===== src/sv/prsa_pkg.sv =====
// ----------------------------------------------------------------------------
// prsa_pkg
// Types and constants shared by the per-source rate alarm and its cells.
// ----------------------------------------------------------------------------
package prsa_pkg;

  localparam int ENTRIES_DEF = 32;

  localparam int CFG_W     = 16;
  localparam int CFG_IDX_W = 1;

  localparam logic [15:0] COUNT_MAX  = 16'hFFFF;
  localparam logic [15:0] THRESH_RST = 16'd10;
  localparam logic [15:0] WINDOW_RST = 16'd2;

  // Register indexes of the configuration port
  localparam logic [CFG_IDX_W-1:0] REG_ALERT_THRESHOLD = 1'b0;
  localparam logic [CFG_IDX_W-1:0] REG_WINDOW_SECONDS  = 1'b1;

  typedef struct packed {
    logic [31:0] src_ip;
    logic [31:0] now_seconds;
  } in_word_t;

  typedef struct packed {
    logic        alert;
    logic [4:0]  entry_index;
    logic        table_full;
    logic [15:0] packet_count;
  } out_word_t;

  // Lookup token that walks the cell row
  typedef struct packed {
    logic      valid;
    logic      done;
    in_word_t  req;
    out_word_t res;
  } tok_t;

endpackage


===== src/sv/prsa_cell.sv =====
// ----------------------------------------------------------------------------
// prsa_cell
// One table entry: key, count and window start; serves or passes the token.
// ----------------------------------------------------------------------------
module prsa_cell #(
  parameter int CELL_IDX = 0
) (
  input  logic             clk,
  input  logic             rst_n,
  input  logic [15:0]      thresh,
  input  logic [15:0]      window,
  input  prsa_pkg::tok_t   tok_in,
  output prsa_pkg::tok_t   tok_out
);
  import prsa_pkg::*;

  logic        valid_r, valid_nxt;
  logic [31:0] key_r, key_nxt;
  logic [15:0] count_r, count_nxt;
  logic [31:0] start_r, start_nxt;
  tok_t        tok_r, tok_nxt;

  logic [15:0] cnt_inc;
  logic [31:0] elapsed;
  logic        live;

  assign live    = tok_in.valid && !tok_in.done;
  assign cnt_inc = (count_r == COUNT_MAX) ? count_r : count_r + 16'd1;
  assign elapsed = tok_in.req.now_seconds - start_r;

  always_comb begin
    valid_nxt = valid_r;
    key_nxt   = key_r;
    count_nxt = count_r;
    start_nxt = start_r;
    tok_nxt   = tok_in;
    if (live) begin
      if (valid_r && (key_r == tok_in.req.src_ip)) begin
        tok_nxt.done                 = 1'b1;
        tok_nxt.res.entry_index      = 5'(CELL_IDX);
        tok_nxt.res.table_full       = 1'b0;
        if (elapsed < {16'd0, window}) begin
          count_nxt                  = cnt_inc;
          tok_nxt.res.alert          = (cnt_inc > thresh);
          tok_nxt.res.packet_count   = cnt_inc;
        end else begin
          // window ran out: restart it
          count_nxt                  = '0;
          start_nxt                  = tok_in.req.now_seconds;
          tok_nxt.res.alert          = 1'b0;
          tok_nxt.res.packet_count   = '0;
        end
      end else if (!valid_r) begin
        // first free entry: claim it for the new source
        valid_nxt                    = 1'b1;
        key_nxt                      = tok_in.req.src_ip;
        count_nxt                    = 16'd1;
        start_nxt                    = tok_in.req.now_seconds;
        tok_nxt.done                 = 1'b1;
        tok_nxt.res.alert            = 1'b0;
        tok_nxt.res.entry_index      = 5'(CELL_IDX);
        tok_nxt.res.table_full       = 1'b0;
        tok_nxt.res.packet_count     = 16'd1;
      end
    end
  end

  always_ff @(posedge clk) begin
    key_r   <= key_nxt;
    count_r <= count_nxt;
    start_r <= start_nxt;
    if (!rst_n) begin
      valid_r <= 1'b0;
      tok_r   <= '0;
    end else begin
      valid_r <= valid_nxt;
      tok_r   <= tok_nxt;
    end
  end

  assign tok_out = tok_r;

endmodule


===== config.mk =====
export PLATFORM = sky130hd
export DESIGN_NAME = prsa_cell
export DESIGN_NICKNAME = d
export VERILOG_FILES = /design/src/sv/prsa_pkg.sv /design/src/sv/prsa_cell.sv
export SDC_FILE = /design/constraint.sdc
export NUM_CORES = 1
export LEC_CHECK = 0
export CELL_PAD_IN_SITES_DETAIL_PLACEMENT = 0
export CELL_PAD_IN_SITES_GLOBAL_PLACEMENT = 2
export CORE_AREA = 5 5 155 157
export DETAILED_ROUTE_END_ITERATION = 10
export DIE_AREA = 0 0 160 162
export DONT_BUFFER_PORTS = 1
export GPL_TIMING_DRIVEN = 0
export PLACE_DENSITY = 0.84
export SLEW_MARGIN = 20
export SYNTH_ARGS = -nofsm -noshare
export SYNTH_HDL_FRONTEND = slang
export SYNTH_SLANG_ARGS = --single-unit

===== constraint.sdc =====
create_clock -name clk -period 7.4 [get_ports clk]
set_clock_uncertainty 0.2 [all_clocks]
set_input_delay 0.37 -clock clk [delete_from_list [all_inputs] [get_ports clk]]
set_output_delay 0.37 -clock clk [all_outputs]
set_load 0.02 [all_outputs]

======== Yosys cells after proc, flatten, opt, wreduce, memory -nomap -nowiden ========
Index checks and enable logic that the tools add are counted.
operators by class
  multiplexer cells ....................... 14
  add/subtract/negate cells ............... 2
  bitwise operators ....................... 2
  reduce and logical (&&, ||, !) cells .... 7
  eq/ne operators ......................... 4
  magnitude comparators ................... 2
operator list
  operator                                       count
  2-to-1 mux 32 bit                              3
  2-to-1 mux 23 bit                              3
  2-to-1 mux 16 bit                              4
  == test 32 bit                                 1
  less-than comparator 32 x 16 -> 1 bit          1
  subtractor 32 bit                              1
  adder 16 x 1 -> 16 bit, second input constant  1
  == test 16 bit, second input constant          1
  greater-than comparator 16 bit                 1
  AND reduction 3 bit                            2
  2-to-1 mux 1 bit                               4
  AND reduction 2 bit                            2
  logical AND 1 bit                              2
  != test 2 x 1 -> 1 bit, second input constant  1
  != test 2 bit, second input constant           1
  inverter 1 bit                                 2
  logical NOT 1 bit                              1
word-level totals
  bits of input ports ..................... 123
  register bits ........................... 170
  output and inout bits ................... 89
  logic and storage cells ................. 43

======== Logic depth before layout (Yosys ltp) ========
  depth in word-level cells ............... 6
  gate-level depth with buffers ........... 22
  gate-level depth less buffers ........... 20

======== Least setup slack after synthesis ========
Ideal clock, no wire load.
  path kind ............................... input -> register
  start point ............................. in tok_in[23] in the netlist's numbering
  end point ............................... reg start_r[0] (enable)
  data arrival time ....................... 4366 ps
  cell stages on the path ................. 19
  library setup time ...................... 404 ps
  buffers on the path ..................... 0
  required time ........................... 6796 ps
  setup slack ............................. 2429 ps
  cell sequence ........................... inv_1 > ha_1 > fa_1 > nor2b_1 > o2111ai_1 > a211oi_2 > nor3_1 > xnor2_1 > ha_1 > nand2_1 > o221ai_1 > a31o_2 > a211oi_1 > nand3_1 > a2111o_1 > a2111o_1 > nor4_1 > nand4_1 > and2_1
between the ends
  word-level cells in the longest chain between the ends .. 4
RTL lines
  element                                RTL line         text
  start: declaration                     prsa_cell.sv:12  input prsa_pkg::tok_t tok_in,
  subtractor 32 bit                      prsa_cell.sv:29  assign elapsed = tok_in.req.now_seconds - start_r;
  less-than comparator 32 x 16 -> 1 bit  prsa_cell.sv:42  if (elapsed < {16'd0, window}) begin
  != test 2 bit (no line)                --
  AND reduction 3 bit (no line)          --
  end signal: assignment                 prsa_cell.sv:71  start_r <= start_nxt;
  end: declaration                       prsa_cell.sv:20  logic [31:0] start_r, start_nxt;
No other way between the ends.
A chain may end at the register's enable or synchronous reset.

======== Worst setup path in the final report ========
  start point ............................. reg start_r[0]
  end point ............................... reg start_r[14] (enable)
between the ends
  word-level cells in the longest chain between the ends .. 4
RTL lines
  element                                RTL line
  subtractor 32 bit                      prsa_cell.sv:29
  less-than comparator 32 x 16 -> 1 bit  prsa_cell.sv:42
  != test 2 bit (no line)                --
  AND reduction 3 bit (no line)          --
No other way between the ends.

==> flow_metrics.tcl <==
set metrics [dict create \
    grt_remaining_overflow 0 \
    post-route-min-period_ns 5.736 \
    hold_path.class "input port to register" \
    pin_count 212 \
    antenna_found_initial 1 \
    num_rows 55 \
    clock_tree.root_cell "clkbuf_16" \
    critical_path.reg2reg.startpoint "start_r[0]" \
    cellPowerDensity_nw_per_um2 220.8 \
    hold_vio_cnt_final 0 \
    seq_area_frac_synth_pct 47.46 \
    clockBufferDepth 2 \
    slew_headroom_pct 42.15 \
    arrival_ns 5.73 \
    floorplan.initialDensity_pct 39.60 \
    avgRoutedWirePerCell_um 18.58 \
    cts_buffers 17 \
    nFillCells 2087 \
    min_path_cells 2 \
    antenna_cells_inserted 0 \
    gate_count_post_synth 871 \
    reg2reg_to "start_r[14]" \
    netlist_top_cells_area "edfxtp_1 (27%), dfxtp_1 (20%), ha_1 (8.9%)" \
    critPathKind "register to register" \
    layoutNonFillerInstCount 1277 \
    result_of_the_run "completed" \
    core_region_area_sq_um 22370 \
    wirelength_mm 23.73 \
    grt_busiest_layer "met2" \
    clkSinkCount 170 \
    finalSetupViolCount 0 \
    reg2regPathDepth 19 \
    yosysTopAreaCellShare_pct 27.12 \
    drc 0 \
    timing.critical_path.cells "ha_1 > fa_1 > nor2b_1 > o2111ai_1 > a211oi_2 > nor3_1 > xnor2_1 > ha_1 > nand2_1 > o221ai_1 > a31o_2 > a211oi_1 > nand3_1 > a2111o_1 > a2111o_1 > nor4_1 > nand4_1 > and2_2 > buf_16" \
    global_route.usage.total_pct 18.17 \
    drive_above_1_share_pct 6.552 \
    placedInstanceArea_sq_um 9271 \
    clkSlewWorstSetupHoldPaths_ns 0.08 \
    dr.pass1.iters 4 \
    grt_pass1_wl_mm 37.29 \
    holdWs_ns 0.01540 \
    fmax_mhz 174.3 \
    post_synth_num_cell_types 69 \
    clock_latency_ns 0.44 \
    port_buffers 0 \
    layout.cell_area.non_filler_sq_um 10780 \
    crit_slowest_cell "and2_2" \
    post_syn_area_per_cell_sq_um 10.17 \
    antenna_violating_nets_post_route 0 \
    data_required_time_of_the_critical_path_ns 7.39 \
    detailedPlacementHpwl_mm 17.35 \
    setup.worst_path.end_class "register" \
    cell_count_after_placement 1158 \
    drtIter0Drc 383 \
    layout_worst_path_cycle_share_pct 77.51 \
    totalPowerFinal_mw 2.380 \
    finalMaxSlewViolations 0 \
    nets 1166 \
    htree_levels 4 \
    netlist.top_cell.by_area "edfxtp_1" \
    worst_hold_launch "tok_in[5]" \
    syn_area_sq_um 8857 \
    worstMarginPinSlew_ns 0.8678 \
    area_delta_synth_final_pct 21.70 \
    pin_count_of_the_biggest_net_entering_global_routing 29 \
    timing.critical_path.from_type "register" \
    met1_usage_pct 22.02 \
    chipWidth_um 160 \
    globalplace.congestion 0.8717 \
    synth_seq_cells 170 \
    die_area_sq_um 25920 \
    async_reset_ff_share_pct 0 \
    syn-num-nets 1058 \
    dominant_register_cell_in_the_synthesized_netlist "dfxtp_1" \
    synth-edff-count 80 \
    drv_cap 0 \
    tritoncts "built" \
    power.ir.vdd_worst_v 0.0001338 \
    grt_setup_unrepaired "false" \
    vias_in_the_first_global_route 6911 \
    drt-vias-per-instance 5.200 \
    chipHeight_um 162 \
    timing.reg2reg.setup_slack_ns 1.66 \
    power.static_leakage_nw 4.406 \
    worst-path-max-fanout 18 \
    met3_usage_pct 4.415 \
    final_cell_mix "inv_1 (90), dfxtp_1 (90), dlygate4sd3_1 (87)" \
    grtUsageMet2_pct 32.62 \
    totalNegativeSetupSlack_ns 0 \
    routed-via-count 6641 \
    ys_warn_count 0 \
    critical-path-max-stage-delay_ns 0.53 \
    whs_endpoint "tok_out[5]" \
]
[state kept, by name (all words and copies together) (netlist names)]
signal	cells
tok_out	89
key_r	32
start_r	32
count_r	16
valid_r	1
[cell families after synthesis]
logic type,Yosys count,synth area share (%)
compound gates,172,14.55
mux,3,0.3532
fa+ha+maj,64,9.126
flops,170,47.46
xor+xnor,66,6.526
simple gates,270,16.19
buf+inv,126,5.792
[Yosys cell counts (all sizes together) (2+ instances only)]
| cell type | n |
|---|---|
| nor2b | 10 |
| o2111ai | 4 |
| nand2 | 55 |
| a31oi | 10 |
| nor3 | 8 |
| and3 | 7 |
| inv | 90 |
| nor4 | 9 |
| a21o | 24 |
| o21bai | 3 |
| edfxtp | 80 |
| ha | 63 |
| a21oi | 35 |
| o211ai | 3 |
| o21ai | 26 |
| a2111o | 2 |
| a31o | 2 |
| nand3 | 20 |
| o22ai | 4 |
| xor2 | 32 |
| nor4b | 2 |
| nand2b | 6 |
| o31ai | 3 |
| dfxtp | 90 |
| a41oi | 3 |
| mux2i | 2 |
| nand4 | 23 |
| a211o | 2 |
| or3 | 3 |
| a211oi | 7 |
| nor2 | 45 |
| buf | 8 |
| xnor2 | 34 |
| nor3b | 2 |
| and2 | 75 |
| clkbuf | 28 |
| o32ai | 18 |
| a21boi | 2 |
| o21a | 9 |
| o221ai | 2 |
[worst max-delay path by stage]
stage          depth (start not counted)  slack [ns]     endpoint   startpoint
4_1_cts                               19        1.60  start_r[30]   start_r[0]
3_3_place_gp                          19        1.18  start_r[14]   tok_in[23]
2_1_floorplan                         19        2.43   start_r[0]   tok_in[23]
3_5_place_dp                          20        1.58  start_r[14]   tok_in[23]
5_1_grt                               19        1.33  start_r[14]  start_r[11]
6_report                              19        1.66  start_r[14]   start_r[0]
[routing by layer]
metal / up-vias / part of all wire, %
met4: 0 / 1.1
li1: 3294 / -
met5: - / 0
met2: 180 / 51
met1: 3143 / 43
met3: 24 / 4.8
[cell type report]
type	count	area (sq um)	area share [%]
Buffer	36	176.4	1.637
Clock buffer	17	425.4	3.947
Clock inverter	15	211.5	1.962
Inverter	90	337.8	3.134
Multi-Input combinational cell	575	4149	38.49
Sequential cell	170	4204	39.00
Tap cell	285	356.6	3.308
Timing Repair Buffer	89	918.4	8.520
[power by group]
part	switching (mW)	total, mW	internal (mW)
Sequential	0.0523	1.08	1.03
Combinational	0.198	0.360	0.161
Clock	0.468	0.937	0.470
[worst max-delay path, delay by kind of cell, from the launching register on]
kind | cells | cell delay [ns]
xor gates and xnor gates | 1 | 0.15
buffers and inverters | 1 | 0.23
and+or+nand+nor | 7 | 1.63
DFF | 1 | 0.37
AOI/OAI and AO/OA | 7 | 1.97
adders and majority gates | 3 | 0.92
[through the flow]
stage / worst slack [ns] / utilization (%)
6_report: 1.664 / 48.20
2_1_floorplan: 2.429 / -
3_3_place_gp: 1.176 / 41.20
3_5_place_dp: 1.576 / 41.45
5_1_grt: 1.330 / 48.20
4_1_cts: 1.601 / 48.20
[repair_timing]
item | CTS | global route
gates resized for setup | 0 | 0
setup buffers | 0 | 0
hold endpoints to repair | 151 | 0
hold buffers | 87 | 0
Note: power is estimated with default switching activity, not from simulation.
